==> src/lfoe_pkg.sv <==
// ----------------------------------------------------------------------------
// lfoe_pkg
// Shared constants, types and state codes for the linear fade-out envelope.
// ----------------------------------------------------------------------------
package lfoe_pkg;

   localparam int SAMPLE_BITS_DEFAULT    = 24;
   localparam int GAIN_FRAC_BITS_DEFAULT = 16;

   localparam int POS_BITS = 32;
   localparam logic [POS_BITS-1:0] POS_MAX = '1;

   localparam int CSR_INDEX_BITS = 2;
   localparam int CSR_DATA_BITS  = 32;

   localparam logic [CSR_INDEX_BITS-1:0] REG_FADE_ENABLE = 2'd0;
   localparam logic [CSR_INDEX_BITS-1:0] REG_FADE_START  = 2'd1;
   localparam logic [CSR_INDEX_BITS-1:0] REG_FADE_STOP   = 2'd2;

   localparam int QUEUE_DEPTH = 2;

   // how the front classified a frame that goes on to the back
   typedef struct packed {
      logic                scale;
      logic                last;
      logic [POS_BITS-1:0] num;
      logic [POS_BITS-1:0] den;
   } frame_class_type;

   typedef struct packed {
      logic push;
      logic pop;
   } queue_ctrl_type;

   typedef struct packed {
      logic full;
      logic empty;
   } queue_status_type;

   typedef enum logic [1:0] {
      BACK_IDLE,
      BACK_DIV,
      BACK_MUL,
      BACK_PUT
   } back_state_type;

endpackage

==> src/lfoe_req_if.sv <==
// ----------------------------------------------------------------------------
// lfoe_req_if
// Request channel carrying one stereo frame.
// ----------------------------------------------------------------------------
interface lfoe_req_if
   import lfoe_pkg::*;
#(
   parameter int SAMPLE_BITS = SAMPLE_BITS_DEFAULT
);
   logic                          valid;
   logic                          ready;
   logic signed [SAMPLE_BITS-1:0] left_sample;
   logic signed [SAMPLE_BITS-1:0] right_sample;

   modport source (output valid, output left_sample, output right_sample, input ready);
   modport sink   (input valid, input left_sample, input right_sample, output ready);
endinterface

==> src/lfoe_rsp_if.sv <==
// ----------------------------------------------------------------------------
// lfoe_rsp_if
// Response channel carrying one faded stereo frame and its last flag.
// ----------------------------------------------------------------------------
interface lfoe_rsp_if
   import lfoe_pkg::*;
#(
   parameter int SAMPLE_BITS = SAMPLE_BITS_DEFAULT
);
   logic                          valid;
   logic                          ready;
   logic signed [SAMPLE_BITS-1:0] left_out;
   logic signed [SAMPLE_BITS-1:0] right_out;
   logic                          last;

   modport source (output valid, output left_out, output right_out, output last,
                   input ready);
   modport sink   (input valid, input left_out, input right_out, input last,
                   output ready);
endinterface

==> src/lfoe_csr_if.sv <==
// ----------------------------------------------------------------------------
// lfoe_csr_if
// Register write channel: register index and write data.
// ----------------------------------------------------------------------------
interface lfoe_csr_if
   import lfoe_pkg::*;
();
   logic                      valid;
   logic                      ready;
   logic [CSR_INDEX_BITS-1:0] index;
   logic [CSR_DATA_BITS-1:0]  data;

   modport source (output valid, output index, output data, input ready);
   modport sink   (input valid, input index, input data, output ready);
endinterface

==> src/lfoe_front.sv <==
// ----------------------------------------------------------------------------
// lfoe_front
// Accepts frames, tracks position and finished, drops frames past the stop
// and classifies the rest for the back end. Holds the fade registers.
// ----------------------------------------------------------------------------
module lfoe_front
   import lfoe_pkg::*;
#(
   parameter int SAMPLE_BITS = SAMPLE_BITS_DEFAULT
)(
   input  logic                          clock,
   input  logic                          reset,
   lfoe_req_if.sink                      req_bus,
   lfoe_csr_if.sink                      csr_bus,
   input  queue_status_type              queue_status,
   output logic                          push,
   output frame_class_type               frame_class,
   output logic signed [SAMPLE_BITS-1:0] left_sample,
   output logic signed [SAMPLE_BITS-1:0] right_sample
);

   logic                fade_enable_ff, fade_enable_in;
   logic [POS_BITS-1:0] fade_start_ff, fade_start_in;
   logic [POS_BITS-1:0] fade_stop_ff, fade_stop_in;
   logic [POS_BITS-1:0] position_ff, position_in;
   logic                finished_ff, finished_in;

   logic accept;
   logic past_stop;
   logic drop;

   assign req_bus.ready = !queue_status.full;
   assign csr_bus.ready = 1'b1;

   assign accept    = req_bus.valid && req_bus.ready;
   assign past_stop = position_ff >= fade_stop_ff;
   assign drop      = finished_ff || (fade_enable_ff && past_stop);
   assign push      = accept && !drop;

   assign left_sample  = req_bus.left_sample;
   assign right_sample = req_bus.right_sample;

   always_comb begin
      frame_class.scale = fade_enable_ff && (position_ff >= fade_start_ff);
      frame_class.last  = fade_enable_ff && (position_ff == fade_stop_ff - POS_BITS'(1));
      frame_class.num   = fade_stop_ff - position_ff;
      frame_class.den   = fade_stop_ff - fade_start_ff;
   end

   always_comb begin
      fade_enable_in = fade_enable_ff;
      fade_start_in  = fade_start_ff;
      fade_stop_in   = fade_stop_ff;
      if (csr_bus.valid && csr_bus.ready) begin
         case (csr_bus.index)
            REG_FADE_ENABLE: fade_enable_in = csr_bus.data[0];
            REG_FADE_START:  fade_start_in  = csr_bus.data[POS_BITS-1:0];
            REG_FADE_STOP:   fade_stop_in   = csr_bus.data[POS_BITS-1:0];
            default:         ;
         endcase
      end
   end

   always_comb begin
      position_in = position_ff;
      finished_in = finished_ff;
      if (accept && !finished_ff && fade_enable_ff) begin
         if (past_stop) begin
            finished_in = 1'b1;
         end else if (position_ff != POS_MAX) begin
            position_in = position_ff + POS_BITS'(1);
         end
      end
   end

   always_ff @(posedge clock) begin
      if (reset) begin
         fade_enable_ff <= 1'b0;
         fade_start_ff  <= '0;
         fade_stop_ff   <= '0;
         position_ff    <= '0;
         finished_ff    <= 1'b0;
      end else begin
         fade_enable_ff <= fade_enable_in;
         fade_start_ff  <= fade_start_in;
         fade_stop_ff   <= fade_stop_in;
         position_ff    <= position_in;
         finished_ff    <= finished_in;
      end
   end

endmodule

==> src/lfoe_queue.sv <==
// ----------------------------------------------------------------------------
// lfoe_queue
// Short first-in first-out queue between the front and the back end.
// ----------------------------------------------------------------------------
module lfoe_queue
   import lfoe_pkg::*;
#(
   parameter int WIDTH = 8
)(
   input  logic             clock,
   input  logic             reset,
   input  queue_ctrl_type   ctrl,
   input  logic [WIDTH-1:0] push_data,
   output logic [WIDTH-1:0] pop_data,
   output queue_status_type status
);

   localparam int PTR_BITS   = (QUEUE_DEPTH > 1) ? $clog2(QUEUE_DEPTH) : 1;
   localparam int COUNT_BITS = $clog2(QUEUE_DEPTH + 1);

   logic [WIDTH-1:0]      slot_ff [QUEUE_DEPTH];
   logic [PTR_BITS-1:0]   wr_ptr_ff, wr_ptr_in;
   logic [PTR_BITS-1:0]   rd_ptr_ff, rd_ptr_in;
   logic [COUNT_BITS-1:0] count_ff, count_in;
   logic                  do_push;
   logic                  do_pop;

   assign status.full  = count_ff == COUNT_BITS'(QUEUE_DEPTH);
   assign status.empty = count_ff == '0;
   assign do_push      = ctrl.push && !status.full;
   assign do_pop       = ctrl.pop && !status.empty;
   assign pop_data     = slot_ff[rd_ptr_ff];

   always_comb begin
      wr_ptr_in = wr_ptr_ff;
      rd_ptr_in = rd_ptr_ff;
      count_in  = count_ff;
      if (do_push) begin
         wr_ptr_in = (wr_ptr_ff == PTR_BITS'(QUEUE_DEPTH - 1)) ? '0 : wr_ptr_ff + PTR_BITS'(1);
      end
      if (do_pop) begin
         rd_ptr_in = (rd_ptr_ff == PTR_BITS'(QUEUE_DEPTH - 1)) ? '0 : rd_ptr_ff + PTR_BITS'(1);
      end
      if (do_push && !do_pop) begin
         count_in = count_ff + COUNT_BITS'(1);
      end else if (do_pop && !do_push) begin
         count_in = count_ff - COUNT_BITS'(1);
      end
   end

   always_ff @(posedge clock) begin
      if (reset) begin
         wr_ptr_ff <= '0;
         rd_ptr_ff <= '0;
         count_ff  <= '0;
      end else begin
         wr_ptr_ff <= wr_ptr_in;
         rd_ptr_ff <= rd_ptr_in;
         count_ff  <= count_in;
      end
   end

   always_ff @(posedge clock) begin
      if (do_push) begin
         slot_ff[wr_ptr_ff] <= push_data;
      end
   end

endmodule

==> src/lfoe_back.sv <==
// ----------------------------------------------------------------------------
// lfoe_back
// Computes the fade gain bit by bit, scales both channels and holds the
// response in an output register.
// ----------------------------------------------------------------------------
module lfoe_back
   import lfoe_pkg::*;
#(
   parameter int SAMPLE_BITS    = SAMPLE_BITS_DEFAULT,
   parameter int GAIN_FRAC_BITS = GAIN_FRAC_BITS_DEFAULT
)(
   input  logic                          clock,
   input  logic                          reset,
   input  queue_status_type              queue_status,
   input  frame_class_type               frame_class,
   input  logic signed [SAMPLE_BITS-1:0] left_sample,
   input  logic signed [SAMPLE_BITS-1:0] right_sample,
   output logic                          pop,
   lfoe_rsp_if.source                    rsp_bus
);

   localparam int CNT_BITS  = $clog2(GAIN_FRAC_BITS);
   localparam int GAIN_BITS = GAIN_FRAC_BITS + 2;
   localparam int PROD_BITS = SAMPLE_BITS + GAIN_BITS;

   back_state_type state_ff, state_in;

   logic                          load;
   logic                          div_step;
   logic                          mul_en;
   logic                          put;
   logic                          out_free;

   logic [CNT_BITS-1:0]           cnt_ff;
   logic [POS_BITS-1:0]           rem_ff;
   logic [POS_BITS-1:0]           den_ff;
   logic [GAIN_FRAC_BITS-1:0]     quot_ff;
   logic                          unity_ff;
   logic signed [SAMPLE_BITS-1:0] left_ff;
   logic signed [SAMPLE_BITS-1:0] right_ff;
   logic                          last_ff;
   logic                          scaled_ff;
   logic signed [PROD_BITS-1:0]   prod_l_ff;
   logic signed [PROD_BITS-1:0]   prod_r_ff;

   logic                          out_valid_ff, out_valid_in;
   logic signed [SAMPLE_BITS-1:0] out_left_ff;
   logic signed [SAMPLE_BITS-1:0] out_right_ff;
   logic                          out_last_ff;

   logic [POS_BITS:0]             rem_shift;
   logic                          rem_ge;
   logic [GAIN_BITS-1:0]          gain;
   logic signed [PROD_BITS-1:0]   shift_l;
   logic signed [PROD_BITS-1:0]   shift_r;

   assign out_free  = !out_valid_ff || rsp_bus.ready;
   assign rem_shift = {rem_ff, 1'b0};
   assign rem_ge    = rem_shift >= {1'b0, den_ff};
   assign gain      = {1'b0, unity_ff, quot_ff};
   assign shift_l   = prod_l_ff >>> GAIN_FRAC_BITS;
   assign shift_r   = prod_r_ff >>> GAIN_FRAC_BITS;

   // next state
   always_comb begin
      state_in = state_ff;
      case (state_ff)
         BACK_IDLE: begin
            if (!queue_status.empty) begin
               state_in = frame_class.scale ? BACK_DIV : BACK_PUT;
            end
         end
         BACK_DIV: begin
            if (cnt_ff == CNT_BITS'(GAIN_FRAC_BITS - 1)) begin
               state_in = BACK_MUL;
            end
         end
         BACK_MUL: state_in = BACK_PUT;
         BACK_PUT: begin
            if (out_free) begin
               state_in = BACK_IDLE;
            end
         end
         default: state_in = BACK_IDLE;
      endcase
   end

   // state outputs
   always_comb begin
      load     = 1'b0;
      div_step = 1'b0;
      mul_en   = 1'b0;
      put      = 1'b0;
      case (state_ff)
         BACK_IDLE: load     = !queue_status.empty;
         BACK_DIV:  div_step = 1'b1;
         BACK_MUL:  mul_en   = 1'b1;
         BACK_PUT:  put      = out_free;
         default:   ;
      endcase
   end

   assign pop = load;

   always_comb begin
      out_valid_in = out_valid_ff;
      if (put) begin
         out_valid_in = 1'b1;
      end else if (rsp_bus.ready) begin
         out_valid_in = 1'b0;
      end
   end

   always_ff @(posedge clock) begin
      if (reset) begin
         state_ff     <= BACK_IDLE;
         out_valid_ff <= 1'b0;
      end else begin
         state_ff     <= state_in;
         out_valid_ff <= out_valid_in;
      end
   end

   always_ff @(posedge clock) begin
      if (load) begin
         left_ff   <= left_sample;
         right_ff  <= right_sample;
         last_ff   <= frame_class.last;
         scaled_ff <= frame_class.scale;
         den_ff    <= frame_class.den;
         cnt_ff    <= '0;
         quot_ff   <= '0;
         // numerator never exceeds the divisor, so the integer bit is equality
         unity_ff  <= frame_class.num >= frame_class.den;
         rem_ff    <= (frame_class.num >= frame_class.den) ? '0 : frame_class.num;
      end
      if (div_step) begin
         cnt_ff  <= cnt_ff + CNT_BITS'(1);
         quot_ff <= {quot_ff[GAIN_FRAC_BITS-2:0], rem_ge};
         rem_ff  <= rem_ge ? POS_BITS'(rem_shift - {1'b0, den_ff})
                           : rem_shift[POS_BITS-1:0];
      end
      if (mul_en) begin
         prod_l_ff <= left_ff * $signed(gain);
         prod_r_ff <= right_ff * $signed(gain);
      end
      if (put) begin
         out_left_ff  <= scaled_ff ? shift_l[SAMPLE_BITS-1:0] : left_ff;
         out_right_ff <= scaled_ff ? shift_r[SAMPLE_BITS-1:0] : right_ff;
         out_last_ff  <= last_ff;
      end
   end

   assign rsp_bus.valid     = out_valid_ff;
   assign rsp_bus.left_out  = out_left_ff;
   assign rsp_bus.right_out = out_right_ff;
   assign rsp_bus.last      = out_last_ff;

endmodule

==> src/linear_fade_out_envelope.sv <==
// ----------------------------------------------------------------------------
// linear_fade_out_envelope
// Linear fade-out gain ramp over a stereo frame stream with end cut.
// ----------------------------------------------------------------------------
// an unscaled frame passes the queue and the back end's idle and put states;
//   a faded one also passes its divide and multiply states
// faded frames are paced by the one-bit-a-cycle gain divider in the back end,
//   which takes a new frame only after the last one is put in its output register
// dropped frames give no response
// reset clears position, finished flag, fade registers, queue and output
module linear_fade_out_envelope
   import lfoe_pkg::*;
#(
   parameter int SAMPLE_BITS    = SAMPLE_BITS_DEFAULT,
   parameter int GAIN_FRAC_BITS = GAIN_FRAC_BITS_DEFAULT
)(
   input  logic       clock,
   input  logic       reset,
   lfoe_req_if.sink   req_bus,
   lfoe_rsp_if.source rsp_bus,
   lfoe_csr_if.sink   csr_bus
);

   localparam int CLASS_BITS = $bits(frame_class_type);
   localparam int ENTRY_BITS = 2 * SAMPLE_BITS + CLASS_BITS;

   queue_ctrl_type                queue_ctrl;
   queue_status_type              queue_status;
   frame_class_type               front_class;
   frame_class_type               back_class;
   logic signed [SAMPLE_BITS-1:0] front_left;
   logic signed [SAMPLE_BITS-1:0] front_right;
   logic signed [SAMPLE_BITS-1:0] back_left;
   logic signed [SAMPLE_BITS-1:0] back_right;
   logic [ENTRY_BITS-1:0]         push_data;
   logic [ENTRY_BITS-1:0]         pop_data;
   logic                          push;
   logic                          pop;

   assign queue_ctrl.push = push;
   assign queue_ctrl.pop  = pop;
   assign push_data       = {front_left, front_right, front_class};
   assign back_left       = pop_data[ENTRY_BITS-1 -: SAMPLE_BITS];
   assign back_right      = pop_data[CLASS_BITS +: SAMPLE_BITS];
   assign back_class      = pop_data[CLASS_BITS-1:0];

   lfoe_front #(
      .SAMPLE_BITS (SAMPLE_BITS)
   ) u_front (
      .clock        (clock),
      .reset        (reset),
      .req_bus      (req_bus),
      .csr_bus      (csr_bus),
      .queue_status (queue_status),
      .push         (push),
      .frame_class  (front_class),
      .left_sample  (front_left),
      .right_sample (front_right)
   );

   lfoe_queue #(
      .WIDTH (ENTRY_BITS)
   ) u_queue (
      .clock     (clock),
      .reset     (reset),
      .ctrl      (queue_ctrl),
      .push_data (push_data),
      .pop_data  (pop_data),
      .status    (queue_status)
   );

   lfoe_back #(
      .SAMPLE_BITS    (SAMPLE_BITS),
      .GAIN_FRAC_BITS (GAIN_FRAC_BITS)
   ) u_back (
      .clock        (clock),
      .reset        (reset),
      .queue_status (queue_status),
      .frame_class  (back_class),
      .left_sample  (back_left),
      .right_sample (back_right),
      .pop          (pop),
      .rsp_bus      (rsp_bus)
   );

endmodule

==> src/flat_wrapper.sv <==
// flat-port wrapper written by rule: the top's interface ports become plain ports
module linear_fade_out_envelope_flat import lfoe_pkg::*;
#(
   parameter int SAMPLE_BITS    = SAMPLE_BITS_DEFAULT,
   parameter int GAIN_FRAC_BITS = GAIN_FRAC_BITS_DEFAULT
)
  (clock, reset, req_bus_valid, req_bus_left_sample, req_bus_right_sample, req_bus_ready, rsp_bus_valid, rsp_bus_left_out, rsp_bus_right_out, rsp_bus_last, rsp_bus_ready, csr_bus_valid, csr_bus_index, csr_bus_data, csr_bus_ready);
  lfoe_req_if #(.SAMPLE_BITS(SAMPLE_BITS)) req_bus_i ();
  lfoe_rsp_if #(.SAMPLE_BITS(SAMPLE_BITS)) rsp_bus_i ();
  lfoe_csr_if csr_bus_i ();
  input  logic clock;
  input  logic reset;
  input wire logic [$bits(req_bus_i.valid)-1:0] req_bus_valid;
  input wire logic [$bits(req_bus_i.left_sample)-1:0] req_bus_left_sample;
  input wire logic [$bits(req_bus_i.right_sample)-1:0] req_bus_right_sample;
  output wire logic [$bits(req_bus_i.ready)-1:0] req_bus_ready;
  output wire logic [$bits(rsp_bus_i.valid)-1:0] rsp_bus_valid;
  output wire logic [$bits(rsp_bus_i.left_out)-1:0] rsp_bus_left_out;
  output wire logic [$bits(rsp_bus_i.right_out)-1:0] rsp_bus_right_out;
  output wire logic [$bits(rsp_bus_i.last)-1:0] rsp_bus_last;
  input wire logic [$bits(rsp_bus_i.ready)-1:0] rsp_bus_ready;
  input wire logic [$bits(csr_bus_i.valid)-1:0] csr_bus_valid;
  input wire logic [$bits(csr_bus_i.index)-1:0] csr_bus_index;
  input wire logic [$bits(csr_bus_i.data)-1:0] csr_bus_data;
  output wire logic [$bits(csr_bus_i.ready)-1:0] csr_bus_ready;
  assign req_bus_i.valid = req_bus_valid;
  assign req_bus_i.left_sample = req_bus_left_sample;
  assign req_bus_i.right_sample = req_bus_right_sample;
  assign req_bus_ready = req_bus_i.ready;
  assign rsp_bus_valid = rsp_bus_i.valid;
  assign rsp_bus_left_out = rsp_bus_i.left_out;
  assign rsp_bus_right_out = rsp_bus_i.right_out;
  assign rsp_bus_last = rsp_bus_i.last;
  assign rsp_bus_i.ready = rsp_bus_ready;
  assign csr_bus_i.valid = csr_bus_valid;
  assign csr_bus_i.index = csr_bus_index;
  assign csr_bus_i.data = csr_bus_data;
  assign csr_bus_ready = csr_bus_i.ready;
  linear_fade_out_envelope #(.SAMPLE_BITS(SAMPLE_BITS), .GAIN_FRAC_BITS(GAIN_FRAC_BITS)) u_core (.clock(clock), .reset(reset), .req_bus(req_bus_i), .rsp_bus(rsp_bus_i), .csr_bus(csr_bus_i));
endmodule
==> config.mk <==
export PLATFORM = sky130hd
export DESIGN_NAME = linear_fade_out_envelope_flat
export DESIGN_NICKNAME = d
export VERILOG_FILES = /design/src/lfoe_pkg.sv /design/src/lfoe_req_if.sv /design/src/lfoe_rsp_if.sv /design/src/lfoe_csr_if.sv /design/src/lfoe_front.sv /design/src/lfoe_queue.sv /design/src/lfoe_back.sv /design/src/linear_fade_out_envelope.sv /design/src/flat_wrapper.sv
export SDC_FILE = /design/constraint.sdc
export NUM_CORES = 2
export LEC_CHECK = 0
export ABC_AREA = 1
export BUFFER_PORTS_ARGS = -buffer_cell sky130_fd_sc_hd__buf_4
export CAP_MARGIN = 15
export CORE_ASPECT_RATIO = 1.1
export CORE_MARGIN = 5
export CORE_UTILIZATION = 45
export CTS_CLUSTER_DIAMETER = 50
export DETAILED_ROUTE_END_ITERATION = 8
export PLACE_DENSITY = 0.59
export SETUP_SLACK_MARGIN = 0.05
export SLEW_MARGIN = 20
export SYNTH_ARGS = -nofsm -noshare
export SYNTH_HDL_FRONTEND = slang
export SYNTH_SLANG_ARGS = --single-unit
==> constraint.sdc <==
create_clock -name clock -period 7.3 [get_ports clock]
set_input_delay 0.365 -clock clock [delete_from_list [all_inputs] [get_ports clock]]
set_output_delay 0.365 -clock clock [all_outputs]
set_load 0.02 [all_outputs]
==> results.txt <==
- Global-route wire length before repair: 249,000 um
* Detailed-route vias per instance: 5.01
* Number of clock sinks: 566
* Signal arrival time at the worst endpoint: 7370 ps
* Finish-stage setup viols: 0
* Postcts setup bufs: 0
* Syn Std Cell Area: 58,000 um2
- TritonCTS clock tree: built
* Fraction of layout instances using a drive strength above 1: 8.13%
* Number of fillers in the final layout: 12,211
- Worst slew pin tran: 960 ps
- sky130_fd_sc_hd__fa_1 takes more of the synthesized area than any other cell.
- Total area of sequential cells: 15,900 um2
- Slack of the worst reg-to-reg path: 360 ps
* Hold WC Path Type: in -> reg
* Final routed wire length divided by cell count: 18.5 um
* Aggregate routed wire length: 157,000 um
* Clock-pin slew reported for the worst setup and hold paths after clock tree synthesis: 60 ps
- Setup repair after global routing left no endpoint under its margin.
* H-tree depth: 3
- Fin Setup TNS: 0 ps
- In this run the number of cells on the critical path is 23.
- By area the synthesized netlist is led by sky130_fd_sc_hd__fa_1, sky130_fd_sc_hd__edfxtp_1, sky130_fd_sc_hd__inv_1.
* Via count of the first global-routing pass: 45,773
* Delay of the slowest cell on the worst path: 810 ps
- DP Wirelength: 125,000 um
- Post-Syn Area per Cell: 8.84 um2
- Post-synthesis sequential area ratio: 27.5%
- After clock tree synthesis, the repair step resized 0 gates.
* Total nets after synthesis: 7,783
- Num CTS Buffers: 85
* Critical path, cell by cell: buf_12 > nand2_1 > fa_1 > inv_1 > fa_1 > inv_1 > fa_1 > inv_1 > fa_1 > fa_1 > inv_1 > fa_1 > inv_1 > ha_1 > nand2_1 > nor2_1 > inv_1 > o21ai_0 > a21oi_1 > o21ai_1 > a21boi_0 > o21ai_1 > xor2_1
* Boundary Pins: 139
* Core area: 128,000 um2
- During synthesis, Yosys emitted a total of 0 warnings.
- The routed layout has 42,471 vias.
- Number of hold-slack violations in the final timing report: 0
* Clock tree root driver cell: sky130_fd_sc_hd__clkbuf_16
- Flip-flop cell with the highest count after synthesis: sky130_fd_sc_hd__edfxtp_1
- Portion of synthesized cell area occupied by the leading cell type: 26.8%
- Worst Setup SP: u_core.u_back.quot_ff[9]$_SDFFCE_PN0P_
- Max-cap violations in this run came to 0.
- For this design, the slowest cell found on the critical path is sky130_fd_sc_hd__edfxtp_1.
- After synthesis, the netlist uses 58 different library cells.
* End of the worst register-to-register path: u_core.u_back.prod_r_ff[28]$_DFFE_PP_
- Reg2reg start: u_core.u_back.quot_ff[9]$_SDFFCE_PN0P_
- Leading cell type by number of instances after synthesis: sky130_fd_sc_hd__inv_1
- STA classifies the critical path endpoint as a flip-flop.
- Worst path buffer plus inverter count: 7
- Initial Utilization: 45.1%
* Worst path required time: 7730 ps
* Final weighted congestion in routability-driven placement: 0.960
- Number of routed nets with antenna violations: 0
* Cell family contributing the most delay on the critical path: adder cells
- Worst-skew pair later-pin latency: 710 ps
- Overall routing resource usage: 23.3%
- Initial antenna violation count: 4
- The pre-antenna-repair detailed-routing pass consisted of 7 iterations.
- In the synthesized netlist the async set-or-reset flop fraction comes to 0%.
- The number of max-slew violations in the final report is 0.
- The area growth from synthesis to layout is 11.7%.
- Register bit total from synthesis: 566
- Critical Path Fanout Max: 28
- Prior to clock tree synthesis, the placed netlist has a worst setup slack of 516 ps.
- Most numerous cell types in the synthesized netlist: sky130_fd_sc_hd__inv_1, sky130_fd_sc_hd__nand2_1, sky130_fd_sc_hd__fa_1, sky130_fd_sc_hd__edfxtp_1, sky130_fd_sc_hd__ha_1
- In this run the worst setup path terminates at u_core.u_back.prod_r_ff[28]$_DFFE_PP_.
* Die outline area: 136,000 um2
- Number of enable flip-flop cells after synthesis: 460
- The floorplan has 138 rows.
* Count of unresolved DRC violations after routing: 0
- In the final layout, the multi-input gates occupy 34,800 um2.
- The number of hold buffers added after CTS was 84.
- Die Wd: 352 um
- Number of cells on the worst reg-to-reg path: 23
* Slew margin rel.: 35.6%
- At the end of the flow the core is filled with cells to 50.4%.
* Final Cycle Share: 95.1%
- Kind of launch point of the worst setup path: flip-flop
- After layout, the minimum clock period comes to 6940 ps.
- Post-route clock skew: 43.0 ps
* Violation count after the first detailed-routing iteration: 2,294
- The longest clock path from root to sink contains 3 buffers.
- The total overflow left after global routing is 0.
- Number of cells produced by synthesis: 6,563
- In this run the vertical extent of the chip is 387 um.
- Worst setup slack after layout: 360 ps
* Run status: finished, final reports clean
* Critical path start-end classification: reg -> reg
- Net count reported at finish: 7,942
- For this run, the top clock speed supported by timing is 0.144 GHz.
- Largest net degree at the start of global routing: 90
- Buffers on Ports: 137
cell usage in the layout (no fill, tap or decap), types with 7 or more instances in the layout:
cell,n
sky130_fd_sc_hd__edfxtp_1,460
sky130_fd_sc_hd__clkinv_4,8
sky130_fd_sc_hd__nand2_1,1387
sky130_fd_sc_hd__clkbuf_1,7
sky130_fd_sc_hd__a21oi_1,327
sky130_fd_sc_hd__clkinvlp_4,7
sky130_fd_sc_hd__dlygate4sd3_1,84
sky130_fd_sc_hd__nor2_1,260
sky130_fd_sc_hd__inv_6,11
sky130_fd_sc_hd__nor3_1,57
sky130_fd_sc_hd__clkinv_2,13
sky130_fd_sc_hd__inv_1,1679
sky130_fd_sc_hd__a221oi_1,7
sky130_fd_sc_hd__fa_1,777
sky130_fd_sc_hd__o21a_1,21
sky130_fd_sc_hd__buf_12,9
sky130_fd_sc_hd__o21ai_1,7
sky130_fd_sc_hd__a21o_1,17
sky130_fd_sc_hd__buf_4,230
sky130_fd_sc_hd__xnor2_1,67
sky130_fd_sc_hd__ha_1,355
sky130_fd_sc_hd__a31oi_1,18
sky130_fd_sc_hd__nand3_1,83
sky130_fd_sc_hd__mux2_2,129
sky130_fd_sc_hd__a211oi_1,8
sky130_fd_sc_hd__xor2_1,152
sky130_fd_sc_hd__clkbuf_16,86
sky130_fd_sc_hd__o211ai_1,21
sky130_fd_sc_hd__bufinv_16,8
sky130_fd_sc_hd__dfxtp_1,105
sky130_fd_sc_hd__nand4_1,27
sky130_fd_sc_hd__o21bai_1,11
sky130_fd_sc_hd__nor4_1,23
sky130_fd_sc_hd__clkinv_1,11
sky130_fd_sc_hd__o21ai_0,240
area by class of cell:
cell class | instances | share of cell area, %
multi-input cells | 4059 | 53.7
flip-flops and latches | 566 | 24.6
inverters | 1687 | 9.77
repair buffers | 323 | 4.24
clock buffers | 93 | 3.36
well taps | 1680 | 3.24
clock inverters | 65 | 1.09
diodes | 2 | 0.00772
logic make-up (layout without fill, tap and decap cells):
group / after synthesis / after routing / synth area share, %
simple gates: 1868 / 1868 / 12.8
other cells: 1 / 3 / 0.00647
xor+xnor: 222 / 222 / 3.42
fa+ha+maj: 1133 / 1133 / 34.5
buf+inv: 1938 / 2168 / 12.6
compound gates: 705 / 705 / 6.67
mux: 130 / 130 / 2.52
flops: 566 / 566 / 27.5
sequential cells by signal, indices dropped and copies added, names as in the netlist, 2 cells and up, named ones only:
| signal | cells |
|---|---|
| u_core.u_back.den_ff | 32 |
| u_core.u_back.right_ff | 24 |
| u_core.u_back.rsp_bus.left_out | 24 |
| u_core.u_back.prod_l_ff | 24 |
| u_core.u_back.cnt_ff | 4 |
| u_core.u_back.quot_ff | 16 |
| u_core.u_back.rsp_bus.right_out | 24 |
| u_core.u_front.fade_start_ff | 32 |
| u_core.u_back.rem_ff | 32 |
| u_core.u_back.state_ff | 2 |
| u_core.u_front.position_ff | 32 |
| u_core.u_queue.slot_ff | 228 |
| u_core.u_back.prod_r_ff | 24 |
| u_core.u_queue.count_ff | 2 |
| u_core.u_back.left_ff | 24 |
| u_core.u_front.fade_stop_ff | 32 |
stage by stage:
step,area [um2],hold slack (ps),cells
2_1_floorplan,58000,400,6563
3_3_place_gp,61100,403,8231
3_5_place_dp,61100,415,8231
4_1_cts,64800,56.8,8473
5_1_grt,64800,100,8474
6_report,64800,101,8475
how the worst min path moves through the flow:
stage                                          startpoint                                        to  slack, ps  cells after the start
after detailed placement  u_core.u_back.last_ff$_DFFE_PP_      u_core.u_back.rsp_bus.last$_DFFE_PP_        410                      0
after global placement    u_core.u_back.last_ff$_DFFE_PP_      u_core.u_back.rsp_bus.last$_DFFE_PP_        400                      0
final                                               reset  u_core.u_back.rsp_bus.valid$_SDFFE_PP0P_        100                      2
after CTS                                   req_bus_valid   u_core.u_front.finished_ff$_SDFFE_PP0P_         60                      5
after global routing                                reset  u_core.u_back.rsp_bus.valid$_SDFFE_PP0P_        100                      2
after floorplan           u_core.u_back.last_ff$_DFFE_PP_      u_core.u_back.rsp_bus.last$_DFFE_PP_        400                      0
per-layer routing:
metal / share of wire [%] / GRT usage [%]
met1: 37 / 25.7
met2: 53 / 44.1
met3: 3.8 / 2.51
met4: 5.7 / 12.0
met5: 0.017 / 0
Power is left out: the tool's default activity adds up to more than one toggle a clock period on the data nets, which glitch-free logic cannot reach.
